## src/sv/vdpr_pkg.sv

```systemverilog
// ----------------------------------------------------------------------------
// vdpr_pkg
// Shared types, constants and the arctangent table of the phase rotator.
// ----------------------------------------------------------------------------
package vdpr_pkg;

    // Default antenna and polarisation counts.
    localparam int NUM_ANT_DEF = 4;
    localparam int NUM_POL_DEF = 4;

    // Port widths fixed by the sample format.
    localparam int POL_MAX  = 4;
    localparam int SMP_W    = 16;
    localparam int ANT_W    = 3;
    localparam int FREQ_W   = 32;
    localparam int DELAY_W  = 32;
    localparam int CFG_IDX_W = 3;

    // Phase path widths.
    localparam int DIFF_W   = 33;
    localparam int FRAC_W   = 44;
    localparam int PHASE_W  = 32;

    // CORDIC settings.
    localparam int CORDIC_STAGES = 16;
    localparam int CX_W     = 34;
    localparam int CZ_W     = 33;
    localparam int TRIG_W   = 18;
    localparam logic signed [CX_W-1:0] CORDIC_X0 = 34'sd652032874;
    localparam logic signed [TRIG_W-1:0] TRIG_ONE = 18'sd65536;

    // Samples of one beat, with the bad antenna flag.
    typedef struct packed {
        logic [POL_MAX-1:0][SMP_W-1:0] re;
        logic [POL_MAX-1:0][SMP_W-1:0] im;
        logic                          bad;
    } samp_t;

    // Arctangent of 2^-i in units of 2^-32 turn.
    function automatic logic [29:0] atan_turn(input int unsigned i);
        logic [29:0] v;
        case (i)
            0:  v = 30'd536870912;
            1:  v = 30'd316933406;
            2:  v = 30'd167458907;
            3:  v = 30'd85004756;
            4:  v = 30'd42667332;
            5:  v = 30'd21354465;
            6:  v = 30'd10679842;
            7:  v = 30'd5340247;
            8:  v = 30'd2670163;
            9:  v = 30'd1335087;
            10: v = 30'd667544;
            11: v = 30'd333772;
            12: v = 30'd166886;
            13: v = 30'd83443;
            14: v = 30'd41722;
            15: v = 30'd20861;
            default: v = 30'd0;
        endcase
        return v;
    endfunction

endpackage

```

## src/sv/vdpr_phase.sv

```systemverilog
// ----------------------------------------------------------------------------
// vdpr_phase
// Four-stage phase path: delay difference, split multiply, sum, negate and
// round to a 32-bit phase in units of 2^-32 turn.
// ----------------------------------------------------------------------------
module vdpr_phase
    import vdpr_pkg::*;
#(
    parameter int NUM_ANT = NUM_ANT_DEF
)
(
    input  logic                              clk,
    input  logic                              rst_n,
    input  logic                              en,
    input  logic                              in_take,
    input  logic [ANT_W-1:0]                  ant_first,
    input  logic [ANT_W-1:0]                  ant_second,
    input  logic [FREQ_W-1:0]                 chan_freq,
    input  samp_t                             samp_in,
    input  logic [NUM_ANT-1:0][DELAY_W-1:0]   delays,
    output logic                              ph_valid,
    output logic [PHASE_W-1:0]                ph_phase,
    output samp_t                             ph_samp
);

    localparam int AIW = (NUM_ANT > 1) ? $clog2(NUM_ANT) : 1;

    logic                     v1_reg, v2_reg, v3_reg, v4_reg;
    logic signed [DIFF_W-1:0] d_reg, d_next;
    logic [FREQ_W-1:0]        f_reg;
    samp_t                    s1_reg, s2_reg, s3_reg, s4_reg;
    samp_t                    s1_next;
    logic [FRAC_W-1:0]        m0_reg, m0_next;
    logic [27:0]              m1_reg, m1_next;
    logic [FRAC_W-1:0]        sum_reg, sum_next;
    logic [PHASE_W-1:0]       ph_reg, ph_next;
    logic [FRAC_W-1:0]        d44;
    logic [59:0]              p0;
    logic [43:0]              p1;
    logic [FRAC_W-1:0]        rnd;

    // Stage 1: pick the two delays and flag indices without a delay.
    always_comb
    begin
        s1_next = samp_in;
        s1_next.bad = (ant_first >= ANT_W'(NUM_ANT)) || (ant_second >= ANT_W'(NUM_ANT));
        d_next = DIFF_W'($signed(delays[ant_second[AIW-1:0]]))
               - DIFF_W'($signed(delays[ant_first[AIW-1:0]]));
    end

    // Stage 2: low 44 bits of the product, split on the frequency halves.
    assign d44 = {{(FRAC_W-DIFF_W){d_reg[DIFF_W-1]}}, d_reg};
    assign p0  = d44 * f_reg[15:0];
    assign p1  = d44[27:0] * f_reg[31:16];
    assign m0_next = p0[FRAC_W-1:0];
    assign m1_next = p1[27:0];

    // Stage 3: combine the partial products modulo one turn.
    assign sum_next = m0_reg + {m1_reg, 16'd0};

    // Stage 4: negate and round half up to 2^-32 turn.
    assign rnd     = ~sum_reg + 44'd2049;
    assign ph_next = rnd[FRAC_W-1:12];

    // Valid bits.
    always_ff @(posedge clk or negedge rst_n)
    begin
        if (!rst_n)
        begin
            v1_reg <= 1'b0;
            v2_reg <= 1'b0;
            v3_reg <= 1'b0;
            v4_reg <= 1'b0;
        end
        else if (en)
        begin
            v1_reg <= in_take;
            v2_reg <= v1_reg;
            v3_reg <= v2_reg;
            v4_reg <= v3_reg;
        end
    end

    // Payload registers.
    always_ff @(posedge clk)
    begin
        if (en)
        begin
            d_reg   <= d_next;
            f_reg   <= chan_freq;
            s1_reg  <= s1_next;
            m0_reg  <= m0_next;
            m1_reg  <= m1_next;
            s2_reg  <= s1_reg;
            sum_reg <= sum_next;
            s3_reg  <= s2_reg;
            ph_reg  <= ph_next;
            s4_reg  <= s3_reg;
        end
    end

    assign ph_valid = v4_reg;
    assign ph_phase = ph_reg;
    assign ph_samp  = s4_reg;

endmodule

```

## config.mk

```make
export PLATFORM = sky130hd
export DESIGN_NAME = vdpr_phase
export DESIGN_NICKNAME = d
export VERILOG_FILES = /design/src/sv/vdpr_pkg.sv /design/src/sv/vdpr_phase.sv
export SDC_FILE = /design/constraint.sdc
export NUM_CORES = 2
export LEC_CHECK = 0
export ABC_AREA = 1
export BUFFER_PORTS_ARGS = -buffer_cell sky130_fd_sc_hd__buf_4
export CAP_MARGIN = 20
export CORE_ASPECT_RATIO = 0.9
export CORE_MARGIN = 2
export CORE_UTILIZATION = 50
export CTS_BUF_LIST = sky130_fd_sc_hd__clkbuf_8
export DETAILED_ROUTE_END_ITERATION = 8
export PLACE_DENSITY = 0.72
export SLEW_MARGIN = 0
export SYNTH_ARGS = -nofsm -noshare
export SYNTH_HDL_FRONTEND = slang
export SYNTH_SLANG_ARGS = --single-unit
export TNS_END_PERCENT = 10
```

## constraint.sdc

```tcl
create_clock -name clk -period 6.6 [get_ports clk]
set_clock_uncertainty 0.15 [all_clocks]
set_input_delay 1.32 -clock clk [delete_from_list [all_inputs] [get_ports clk]]
set_output_delay 1.32 -clock clk [all_outputs]
set_load 0.03 [all_outputs]
```

After elaboration in Yosys (flattened, before gate mapping)
Cells that the tools add are included.
{"block": "totals", "register_bits": 733, "output_inout_bits": 162}
{"block": "classes", "multipliers": 2, "magnitude_cmp": 4, "add_sub_neg": 3, "bitwise_logic": 1, "muxes": 4, "reduce_logical": 1}
{"operator": "$bmux W32 S2", "count": 2}
{"operator": "$mux W32", "count": 2}
{"operator": "$add A44 B12 Y44 const B", "count": 1}
{"operator": "$add A44 B44 Y44", "count": 1}
{"operator": "$mul A44 B16 Y44", "count": 1}
{"operator": "$not A44 Y44", "count": 1}
{"operator": "$sub A32 B32 Y33", "count": 1}
{"operator": "$mul A28 B16 Y28", "count": 1}
{"operator": "$ge A3 B3 Y1 const B", "count": 2}
{"operator": "$lt A2 B3 Y1 const B", "count": 2}
{"operator": "$logic_or A1 B1 Y1", "count": 1}

Depth between registers and ports, before layout
{"block": "logic_depth", "word_depth": 3, "ltp_mapped": 29}

Worst setup path before layout
OpenSTA, ideal clock, no wires.
{"block": "synth_path", "path_type": "register -> register", "startpoint": "register d_reg[14]", "endpoint": "register m0_reg[39] (data pin)", "arrival_ps": 5346, "setup_slack_ps": 845, "path_stages_with_launch": 23, "setup_ps": 259, "n_path_buf": 2, "cell_sequence": "edfxtp_1 > clkbuf_1 > buf_1 > nand2_1 > fa_1 > fa_1 > fa_1 > inv_1 > fa_1 > fa_1 > inv_1 > fa_1 > inv_1 > ha_1 > a21oi_1 > nor2_1 > nor2_1 > nor2_1 > nor2_1 > nand2_1 > nand2_1 > nand3_1 > xor2_1"}
{"block": "synth_between", "elab_chain_len": 1}
{"element": "start, declared", "line_no": "vdpr_phase.sv:29", "source": "logic signed [DIFF_W-1:0] d_reg, d_next;"}
{"element": "start signal, assigned", "line_no": "vdpr_phase.sv:89", "source": "d_reg <= d_next;"}
{"element": "$mul A44 B16 Y44", "line_no": "vdpr_phase.sv:53", "source": "assign p0 = d44 * f_reg[15:0];"}
{"element": "via p0[39]", "line_no": "vdpr_phase.sv:38", "source": "logic [59:0] p0;"}
{"element": "end signal, assigned", "line_no": "vdpr_phase.sv:92", "source": "m0_reg <= m0_next;"}
{"element": "end, declared", "line_no": "vdpr_phase.sv:33", "source": "logic [FRAC_W-1:0] m0_reg, m0_next;"}
The timed path passes the listed nets, and every way through them passes these cells.
A chain may end at the register's enable or synchronous reset.

Worst setup path in the final report
{"block": "layout_path", "startpoint": "register f_reg[17]", "endpoint": "register m1_reg[26] (data pin)"}
{"block": "layout_between", "elab_chain_len": 1}
{"element": "start, declared", "line_no": "vdpr_phase.sv:30", "source": "logic [FREQ_W-1:0] f_reg;"}
{"element": "start signal, assigned", "line_no": "vdpr_phase.sv:90", "source": "f_reg <= chan_freq;"}
{"element": "$mul A28 B16 Y28", "line_no": "vdpr_phase.sv:54", "source": "assign p1 = d44[27:0] * f_reg[31:16];"}
{"element": "via p1[26]", "line_no": "vdpr_phase.sv:39", "source": "logic [43:0] p1;"}
{"element": "end signal, assigned", "line_no": "vdpr_phase.sv:93", "source": "m1_reg <= m1_next;"}
{"element": "end, declared", "line_no": "vdpr_phase.sv:34", "source": "logic [27:0] m1_reg, m1_next;"}
The timed path passes the listed nets, and every way through them passes these cells.

==> impl_metrics.yaml <==
outcome:
  status: "finished clean"
placed_design:
  place_ws_ps: 174
  io_buffers: 459
  dpl.cell_count: 7436
  gp_routability_congestion: 0.950
  dpl.hpwl_um: 105000
clock_tree:
  clockBufferDepth: 3
  cts_tree: "built"
  root_buffer: "clkbuf_8"
  cts-htree-levels: 3
  cts_sinks: 733
  clk_latency_ps: 810
  path_clk_slew_ps: 80
  ctsHoldBuffers: 0
  cts_buffers: 115
drt:
  drt_iter0_markers: 3029
  wire_per_inst_um: 17.7
  dr.pass1.iters: 7
  num_vias: 39300
  antenna_left: 0
  viasPerCell: 5.14
  wirelength_um: 136000
  post-route-drc-count: 0
setup_path:
  r2r_end: "m1_reg[26]"
  rr_startpoint: "f_reg[17]"
  end_kind: "register"
  endpoint: "m1_reg[26]"
  rrSetupSlack_ps: 190
  crit_arrival_ps: 6800
  crit_fanout: 15
  cp-start-kind: "register"
  critPathKind: "register to register"
  crit_start: "f_reg[17]"
  required_ps: 6990
  r2r.worst_path.cells: 19
run:
  drv_cap: 0
yosys:
  yosysWarnings: 0
  avgSynthCellArea_um2: 10.0
  synth_nets: 6754
  yosys_register_bits: 733
  synthCells: 5551
  synth_cell_types: 55
  synth_flop_cell: "edfxtp_1"
  synth_edf_count: 729
  yosysSeqAreaShare_pct: 39.6
  ys_async_sr_fraction_pct: 0.546
  synth_area_um2: 55500
worst_hold_path:
  hp-class: "input port to async pin"
sta:
  period_share_pct: 97.1
  hold_violations: 0
  finalSetupViolCount: 0
  fin_ws_ps: 189
  fin_worst_hold_slack_ps: 213
  fmax_mhz: 156
  worstMarginPinSlew_ps: 1040
  max_slew_margin_pct: 30.9
  rsz0062_at_grt: "yes"
  drv_slew: 0
  fin_crit_ps: 6410
global_routing:
  globalRouteOverflowTotal: 0
  grt_pass1_vias: 40100
  grt_first_pass_wirelength_um: 214000
  grt_max_degree: 139
  grt_usage_pct: 24.1
  antenna_found_initial: 4
floorplan:
  dieArea_um2: 114000
  pin_count: 461
  fp.dieW_um: 355
  rows: 115
  die_y_um: 320
  core_um2: 110000
  start_util_pct: 50.6
cells_and_area:
  fin_util_pct: 58.3
  finalNetCount: 7297
  area_growth_pct: 15.2
  drive_above_1_share_pct: 13.8
  final_cell_count_no_fill: 7645
-- worst min-delay path by stage --
stage,from,end,cells after the start
2_1_floorplan,s3_reg[0],ph_samp[0],0
3_3_place_gp,s1_reg[121],s2_reg[121],0
3_5_place_dp,s3_reg[107],ph_samp[107],0
4_1_cts,rst_n,v1_reg,1
5_1_grt,rst_n,v1_reg,1
6_report,rst_n,v1_reg,1
-- metal layers --
metal	part of all wire, %	up-vias	track usage (%)
met5	0.0096	-	0
met3	8.8	239	5.35
met2	48	1605	40.0
met4	2.5	2	6.93
met1	40	19200	31.8
li1	-	18200	-
-- per-stage QoR --
step	area (um^2)	TNS, ps
4_1_cts	63900	0
5_1_grt	64000	-13.6
6_report	64000	0
3_5_place_dp	61700	0
2_1_floorplan	55500	0
3_3_place_gp	61700	0
-- cells by family (layout without fill, tap and decap cells) --
| group | Yosys count | after routing | synth area share, % |
|---|---|---|---|
| AO/OA/AOI/OAI | 471 | 471 | 4.99 |
| XOR/XNOR | 136 | 136 | 2.14 |
| adder cells (fa/ha/maj) | 904 | 904 | 29.9 |
| buffers and inverters | 1454 | 2082 | 9.87 |
| flip-flops | 733 | 733 | 39.6 |
| other | 0 | 4 | 0 |
| AND/OR/NAND/NOR | 1853 | 1853 | 13.5 |
-- cell type report --
cell class / instances / area, um^2
multi-input cells: 3364 / 28100
clock buffers: 115 / 1580
diodes: 4 / 10.0
inverters: 1237 / 4640
fillers: 9218 / 45800
flip-flops and latches: 733 / 22000
clock inverters: 87 / 592
well taps: 1462 / 1830
repair buffers: 643 / 5220
-- critical path: stages, from the launching register on --
cell      delay (ps)
edfxtp_1         870
nand2_1          190
fa_1             580
inv_1             60
fa_1             550
inv_1             70
fa_1             490
fa_1             570
fa_1             430
fa_1             490
inv_1             40
ha_1             420
nand2_1          170
nor2_1           170
inv_1             60
nor2_1           140
nand4_1          110
nand3_1          190
a21oi_1          110
xor2_1           280
-- placed cells by master (no fill, tap or decap), types with 8 or more instances in the layout --
| cell | count |
|---|---|
| nand2_1 | 1356 |
| inv_1 | 1259 |
| edfxtp_1 | 729 |
| fa_1 | 707 |
| buf_4 | 611 |
| nor2_1 | 268 |
| ha_1 | 197 |
| a21oi_1 | 184 |
| o21ai_0 | 137 |
| nand3_1 | 118 |
| clkbuf_8 | 115 |
| xor2_1 | 92 |
| xnor2_1 | 43 |
| a32o_1 | 31 |
| o22ai_1 | 31 |
| buf_12 | 30 |
| clkinv_1 | 29 |
| nor3_1 | 26 |
| nand4_1 | 19 |
| a21o_1 | 15 |
| o21bai_1 | 13 |
| a31oi_1 | 13 |
| nand3b_1 | 10 |
| o21ai_1 | 10 |
| inv_2 | 9 |
| nor2_2 | 9 |
| nor3_2 | 9 |
| nand2_2 | 8 |
| nor4_1 | 8 |
| clkinv_2 | 8 |
-- synthesized netlist by cell type, types with 3 or more instances --
cell type	count	area share [%]
dfrtp_1	4	0.18
nor2_1	268	1.8
o21a_1	5	0.068
nor2_2	9	0.10
o211ai_1	3	0.041
a21boi_0	4	0.054
nand4_1	19	0.21
nand3b_1	10	0.14
a31oi_1	13	0.15
clkbuf_1	175	1.2
o21ai_0	139	1.3
buf_1	25	0.17
nor3_2	8	0.14
buf_2	16	0.14
a211oi_1	4	0.054
nand2_2	8	0.090
o22ai_1	31	0.35
inv_2	9	0.061
o21ai_1	8	0.072
nand2_1	1356	9.2
a32o_1	31	0.56
a21oi_2	4	0.063
nor4_2	6	0.14
nand3_1	118	1.1
nand3_2	4	0.072
inv_1	1227	8.3
xor2_1	93	1.5
nor3_1	27	0.24
o21bai_1	13	0.18
ha_1	197	4.4
nor4_1	8	0.090
xnor2_1	43	0.68
edfxtp_1	729	39
a21oi_1	186	1.7
o21ai_2	6	0.095
a21o_1	15	0.20
fa_1	707	25
-- timing repair --
item	CTS	global route
gates resized for setup	0	8
endpoints found under the setup margin	0	15
buffers inserted	0	3
hold endpoints to repair	0	0
Power is not shown: default switching activity piles up to over one toggle a cycle in this logic, so the estimate is an artifact.
